--- src/sv/tun_pkg.sv ---
package tun_pkg;

  localparam int COORD_WIDTH      = 16;
  localparam int NORMAL_FRAC_BITS = 14;
  localparam int FIELD_WIDTH      = 16;
  localparam int OUT_WIDTH        = 16;

  typedef struct packed {
    logic signed [FIELD_WIDTH-1:0] first_x;
    logic signed [FIELD_WIDTH-1:0] first_y;
    logic signed [FIELD_WIDTH-1:0] first_z;
    logic signed [FIELD_WIDTH-1:0] second_x;
    logic signed [FIELD_WIDTH-1:0] second_y;
    logic signed [FIELD_WIDTH-1:0] second_z;
    logic signed [FIELD_WIDTH-1:0] third_x;
    logic signed [FIELD_WIDTH-1:0] third_y;
    logic signed [FIELD_WIDTH-1:0] third_z;
  } tri_in_t;

  typedef struct packed {
    logic signed [OUT_WIDTH-1:0] normal_x;
    logic signed [OUT_WIDTH-1:0] normal_y;
    logic signed [OUT_WIDTH-1:0] normal_z;
    logic                        degenerate;
  } tri_out_t;

  typedef struct packed {
    logic       valid;
    logic [2:0] neg;
    logic       degenerate;
  } tun_tag_t;

endpackage

--- src/sv/tun_sqrt.sv ---
module tun_sqrt #(
  parameter int F = tun_pkg::NORMAL_FRAC_BITS,
  localparam int N = 2 * F + 1
) (
  input  logic         clk,
  input  logic [N-1:0] rad,
  output logic [F:0]   root
);
  import tun_pkg::*;

  localparam int K  = F + 1;
  localparam int XW = 2 * K;
  localparam int RW = F + 3;
  localparam int TW = RW + 2;

  logic [XW-1:0] x  [K+1];
  logic [RW-1:0] rm [K+1];
  logic [F:0]    rt [K+1];

  assign x[0]  = XW'(rad);
  assign rm[0] = '0;
  assign rt[0] = '0;

  for (genvar i = 0; i < K; i++) begin : g_step
    logic [TW-1:0] s;
    logic [TW-1:0] trial;
    logic          ge;
    assign s     = {rm[i], x[i][XW-1:XW-2]};
    assign trial = {(TW-2)'(rt[i]), 2'b01};
    assign ge    = s >= trial;
    always_ff @(posedge clk) begin
      rm[i+1] <= ge ? RW'(s - trial) : RW'(s);
      rt[i+1] <= {rt[i][F-1:0], ge};
      x[i+1]  <= {x[i][XW-3:0], 2'b00};
    end
  end

  assign root = rt[K];

endmodule

--- config.mk ---
export PLATFORM = sky130hd
export DESIGN_NAME = tun_sqrt
export DESIGN_NICKNAME = d
export VERILOG_FILES = /design/src/sv/tun_pkg.sv /design/src/sv/tun_sqrt.sv
export SDC_FILE = /design/constraint.sdc
export NUM_CORES = 1
export LEC_CHECK = 0
export BUFFER_PORTS_ARGS = -buffer_cell sky130_fd_sc_hd__buf_2
export CAP_MARGIN = 10
export CELL_PAD_IN_SITES_DETAIL_PLACEMENT = 1
export CELL_PAD_IN_SITES_GLOBAL_PLACEMENT = 2
export CORE_UTILIZATION = 43
export CTS_BUF_LIST = sky130_fd_sc_hd__clkbuf_4 sky130_fd_sc_hd__clkbuf_8
export CTS_CLUSTER_SIZE = 28
export DETAILED_ROUTE_END_ITERATION = 12
export GPL_TIMING_DRIVEN = 0
export PLACE_DENSITY = 0.91
export SYNTH_ARGS = -nofsm -noshare
export SYNTH_HDL_FRONTEND = slang
export SYNTH_SLANG_ARGS = --single-unit
--- constraint.sdc ---
create_clock -name clk -period 2.9 [get_ports clk]
set_clock_uncertainty 0.2 [all_clocks]
set_input_delay 0.29 -clock clk [delete_from_list [all_inputs] [get_ports clk]]
set_output_delay 0.29 -clock clk [all_outputs]
set_load 0.005 [all_outputs]
* Word-level counts from Yosys, hierarchy flattened
Cells that the tools add are included.
** Word-level totals
- Input port bits :: 30
- Bits in registers :: 553
- Output and inout bits :: 15
- Word-level logic and storage cells :: 87
** Operators by class
- $lt $le $gt $ge :: 15
- Muxes and demuxes :: 14
- $add $sub $neg :: 14
** Operators with widths (number)
- 2-to-1 mux 17 bit :: 13
- >= comparator 19 x 10 -> 1 bit :: 1
- >= comparator 19 x 11 -> 1 bit :: 1
- >= comparator 19 x 12 -> 1 bit :: 1
- >= comparator 19 x 13 -> 1 bit :: 1
- >= comparator 19 x 14 -> 1 bit :: 1
- >= comparator 19 x 15 -> 1 bit :: 1
- >= comparator 19 x 16 -> 1 bit :: 1
- >= comparator 19 x 3 -> 1 bit :: 1
- >= comparator 19 x 4 -> 1 bit :: 1
- >= comparator 19 x 5 -> 1 bit :: 1
- >= comparator 19 x 6 -> 1 bit :: 1
- >= comparator 19 x 7 -> 1 bit :: 1
- >= comparator 19 x 8 -> 1 bit :: 1
- >= comparator 19 x 9 -> 1 bit :: 1
- subtractor 17 x 10 -> 17 bit :: 1
- subtractor 17 x 11 -> 17 bit :: 1
- subtractor 17 x 12 -> 17 bit :: 1
- subtractor 17 x 13 -> 17 bit :: 1
- subtractor 17 x 14 -> 17 bit :: 1
- subtractor 17 x 15 -> 17 bit :: 1
- subtractor 17 x 3 -> 17 bit :: 1
- subtractor 17 x 4 -> 17 bit :: 1
- subtractor 17 x 5 -> 17 bit :: 1
- 7 further kinds :: 7

* Logic depth before layout (Yosys ltp)
- Word-level depth :: 2
- Depth in mapped cells :: 11

* Least setup slack after synthesis
Ideal clock, no wire load.
- Kind :: register -> register
- Start point :: register rt (netlist bit g_step[13].trial[9])
- End point :: register rm (netlist bit g_step[14].s[18])
- Arrival time :: 2222 ps
- Period minus slack after synthesis :: 2543 ps
- Data required time :: 2579 ps
- Buffers on the path :: 1
- Setup slack :: 357 ps
- Stages on the path, launching flop included :: 10
- Cell sequence :: dfxtp_1 -> inv_1 -> ha_1 -> clkbuf_1 -> a21oi_1 -> o21ai_0 -> a31oi_1 -> o21ai_0 -> a2111oi_0 -> mux2_2
** On the way
- Cells in the longest elaborated chain, start to end :: 2
- Elaborated cells on any way between the ends :: 3
- Those cells by class :: add/sub: 1; order compare: 1; mux: 1
** RTL lines
- start: declaration :: line tun_sqrt.sv:18 : logic [F:0] rt [K+1];
- start signal: indexed assignment :: line tun_sqrt.sv:33 : rt[i+1] <= {rt[i][F-1:0], ge};
- subtractor 17 x 15 -> 17 bit or >= comparator 19 x 15 -> 1 bit (tied branches) :: line tun_sqrt.sv:32, tun_sqrt.sv:30
- 2-to-1 mux 17 bit * :: line tun_sqrt.sv:32 : rm[i+1] <= ge ? RW'(s - trial) : RW'(s);
- end signal: indexed assignment :: line tun_sqrt.sv:32
- end: declaration :: line tun_sqrt.sv:17 : logic [RW-1:0] rm [K+1];
Every way passes the cells marked *; elsewhere a longest branch is shown, timed or not.
A chain may end at the register's enable or synchronous reset.

* Worst setup path after layout
- Start point :: register rt (netlist bit g_step[12].trial[2])
- End point :: register rm (netlist bit g_step[13].s[14])
** On the way
- Cells in the longest elaborated chain, start to end :: 2
- Elaborated cells on any way between the ends :: 3
- Those cells by class :: add/sub: 1; order compare: 1; mux: 1
** RTL lines (line)
- subtractor 17 x 14 -> 17 bit or >= comparator 19 x 14 -> 1 bit (tied branches) :: tun_sqrt.sv:32, tun_sqrt.sv:30
- 2-to-1 mux 17 bit * :: tun_sqrt.sv:32
Marks and branches as above.

==> impl_metrics.env <==
export IMPL_regToRegStartpoint="g_step[12].trial[2]"
export IMPL_grt_max_degree=13
export IMPL_stdcell_area_um2=23100
export IMPL_internal_power_mw=14.6
export IMPL_start_util_pct=44.0
export IMPL_setup_viol=0
export IMPL_synth_edf_count=0
export IMPL_cap_violations=0
export IMPL_post_drt_via_cell_ratio=5.00
export IMPL_die_area_um2=46500
export IMPL_combPwrFrac_pct=18.0
export IMPL_worstRegToRegCells=9
export IMPL_clkPwrFrac_pct=34.5
export IMPL_clk_latency_ns=0.64
export IMPL_rrSetupSlack_ns=0.11
export IMPL_synthToLayoutAreaGrowth_pct=17.6
export IMPL_nets=2192
export IMPL_finalWirelength_um=42200
export IMPL_critPathLaunchType="register"
export IMPL_hp_start="rad[16]"
export IMPL_total_power_mw=20.3
export IMPL_vias=13416
export IMPL_ys_warn_count=0
export IMPL_synthArstFlopShare_pct=0
export IMPL_power_density_nw_per_um2=876
export IMPL_cts_tree="yes"
export IMPL_busiest_layer="met2"
export IMPL_numPortBuffers=44
export IMPL_die_height_um=216
export IMPL_drive_gt1_share_pct=14.7
export IMPL_cp_max_fo=5
export IMPL_syn_nets=2031
export IMPL_path_clk_slew_ns=0.06
export IMPL_crit_path_end_kind="register"
export IMPL_grt_pass1_vias=14456
export IMPL_syn_inst=1867
export IMPL_met3_usage_pct=3.30
export IMPL_clock_sinks=545
export IMPL_required_ns=3.23
export IMPL_dieWidth_um=216
export IMPL_worst_pin_slew_ns=0.698
export IMPL_p_switching_mw=5.66
export IMPL_finalSetupTns_ns=0
export IMPL_yosys_mux_area_fraction_pct=2.41
export IMPL_holdPathEnd="x[438]"
export IMPL_wl_per_cell_um=15.7
export IMPL_drt_iter0_drc=511
export IMPL_regToRegEndpoint="g_step[13].s[14]"
export IMPL_place_gp_congestion=0.869
export IMPL_status="complete, no violations"
export IMPL_rows=77
export IMPL_cts_htree_levels=3
export IMPL_dpl_hpwl_um=30800
export IMPL_placed_cells=2503
export IMPL_route_detailed_drc=0
export IMPL_diodes=0
export IMPL_ios=45
export IMPL_hold_class="input port to register"
export IMPL_fin_crit_sh_pct=96.2
export IMPL_grt_pass1_wl_um=70500
export IMPL_clock_fmax_mhz=358
export IMPL_root_buffer="clkbuf_8"
export IMPL_layout_cells_non_filler=2684
export IMPL_synthFlopType="dfxtp_1"
export IMPL_use_met2_pct=31.6
export IMPL_slew_viol_final=0
export IMPL_cts_max_path_buffers=3
export IMPL_synth_compound_area_share_pct=11.2
export IMPL_critPathKind="register to register"
export IMPL_synthAdderAreaFrac_pct=8.54
export IMPL_seqPwrFrac_pct=47.4
export IMPL_slew_headroom_pct=53.0
export IMPL_overflow=0
export IMPL_cts_buffers_inserted=85
export IMPL_synth_simple_gate_area_share_pct=12.3
export IMPL_ant_nets=0
export IMPL_period_minus_slack_ns=2.79
export IMPL_ys_ff_latch=545
export IMPL_cp_arrival_ns=3.12
export IMPL_hold_violations=0
export IMPL_p_leak_nw=10.8
export IMPL_gr_usage_met1_pct=23.5
export IMPL_irDropWorstVdd_uv=507
export IMPL_synth_cell_types=74
export IMPL_antenna_found_initial=1
export IMPL_placed_cell_area_um2=20600
export IMPL_drtPass1Iterations=5
export IMPL_synthesis_area_um2=19600
export IMPL_synth_yosys_seq_area_share_pct=55.5
export IMPL_syn_area_per_cell_um2=10.5
export IMPL_whs_path_depth=2
export IMPL_synthXorXnorAreaFrac_pct=6.15
export IMPL_track_usage_pct=18.5
export IMPL_synth_top_family_by_area="simple AND/OR/NAND/NOR gates"
export IMPL_p_sw_share_pct=27.9
export IMPL_core_um2=44600
## repair_timing
item / in CTS / in global routing
buffers inserted: 1 / 3
setup endpoints to repair: 65 / 85
hold buffers: 29 / 0
hold endpoints to repair: 29 / 0
resized for setup: 26 / 46
pin swaps: 1 / 8
## how the worst max path moves through the flow
stage | from | endpoint | slack [ns] | cells after the start
final | g_step[12].trial[2] | g_step[13].s[14] | 0.11 | 9
after CTS | g_step[13].trial[11] | g_step[14].s[11] | 0.005 | 10
after global placement | g_step[13].trial[2] | g_step[14].s[11] | -0.36 | 9
after floorplan | g_step[13].trial[9] | g_step[14].s[18] | 0.36 | 9
after detailed placement | g_step[13].trial[2] | g_step[14].s[11] | -0.45 | 9
after global routing | g_step[11].trial[6] | g_step[12].s[12] | -0.03 | 11
## cell usage after synthesis (4+ instances only)
library cell / instances / area [µm²]
o31ai_1: 23 / 173
nand4_1: 18 / 113
nand3_1: 35 / 175
a22o_1: 4 / 35.0
a211oi_1: 6 / 45.0
or2_2: 6 / 37.5
nand2b_1: 20 / 125
and3_1: 13 / 81.3
or3_1: 22 / 138
nor4_1: 31 / 194
a21o_1: 39 / 293
mux2i_1: 8 / 80.1
o21ai_1: 7 / 35.0
xor2_1: 58 / 508
buf_2: 8 / 40.0
nor2_1: 120 / 450
nor3_1: 57 / 285
inv_1: 162 / 608
nor2b_1: 23 / 144
xnor2_1: 80 / 701
nand2_1: 94 / 353
mux2_2: 33 / 372
ha_1: 134 / 1680
o21a_1: 43 / 323
a21oi_1: 90 / 450
dfxtp_1: 545 / 10900
o211ai_1: 7 / 52.6
clkbuf_1: 12 / 45.0
a21boi_0: 7 / 52.6
o21ai_0: 70 / 350
or4_1: 13 / 97.6
a31oi_1: 7 / 43.8
## registers in the layout, summed over array words and instances, names as in the netlist
register / cells
root: 15
g_step.s: 243
x: 182
g_step.trial: 105
## per-layer routing
layer  vias up  share of wire, %  wire [µm]
li1       6724                 -          -
met1      6427                47      19900
met2       202                48      20100
met3        63               3.3       1390
met4         0               1.9        797
met5         -                 0          0
## cells by family (layout without fill, tap and decap cells)
group                      Yosys count  in the layout
xor gates and xnor gates           138            138
adders and majority gates          134            134
DFF                                545            545
other                                1              1
AOI/OAI and AO/OA                  339            339
and+or+nand+nor                    477            477
muxes                               43             43
buffers and inverters              190            415
## final cells by class
| type | instances | area, µm² |
|---|---|---|
| Clock buffer | 136 | 1720 |
| Fill cell | 4807 | 21500 |
| Sequential cell | 545 | 10900 |
| Tap cell | 592 | 741 |
| Buffer | 21 | 154 |
| Timing Repair Buffer | 77 | 541 |
| Inverter | 166 | 624 |
| Clock inverter | 15 | 210 |
| Multi-Input combinational cell | 1132 | 8210 |
## critical path, stage by stage (launching register included)
cell and delay (ns):
dfxtp_1 0.35, inv_1 0.06, ha_2 0.30, nor2b_1 0.16, o31a_1 0.29, or4_4 0.48, a22o_1 0.24, o41ai_1 0.33
xor2_1 0.18, a21oi_1 0.09
## power groups by stage
stage               Sequential, mW  Clock [mW]  Combinational [mW]
floorplan                     9.46           0                2.71
global placement              9.71           0                3.32
detailed placement            9.78           0                3.45
CTS                           9.62        7.22                3.58
global route                  9.76        7.59                4.10
finish                        9.61        6.99                3.65
## per-stage QoR
| stage | worst slack [ns] | util, % | hold WS [ns] |
|---|---|---|---|
| finish | 0.110 | 51.8 | 0.0848 |
| global route | -0.0327 | 51.8 | 0.0511 |
| CTS | 0.00481 | 51.4 | 0.0326 |
| floorplan | 0.357 | - | 0.110 |
| global placement | -0.356 | 46.2 | 0.110 |
| detailed placement | -0.449 | 46.2 | 0.113 |
## layout by cell type, fill, tap and decap left out, drive strengths merged, types with 29 or more instances in the layout
cell         netlist  final
dlygate4sd3        0     29
a21o              39     39
a21oi             90     90
ha               134    134
xor2              58     58
nand2             94     94
dfxtp            545    545
o21a              43     43
o21ai             77     77
xnor2             80     80
inv              165    167
nand3             35     35
clkbuf            12    147
buf               12     58
nor3              61     61
mux2              35     35
nor2             121    121
nor4              33     33
Power figures use the tool's default switching activity.
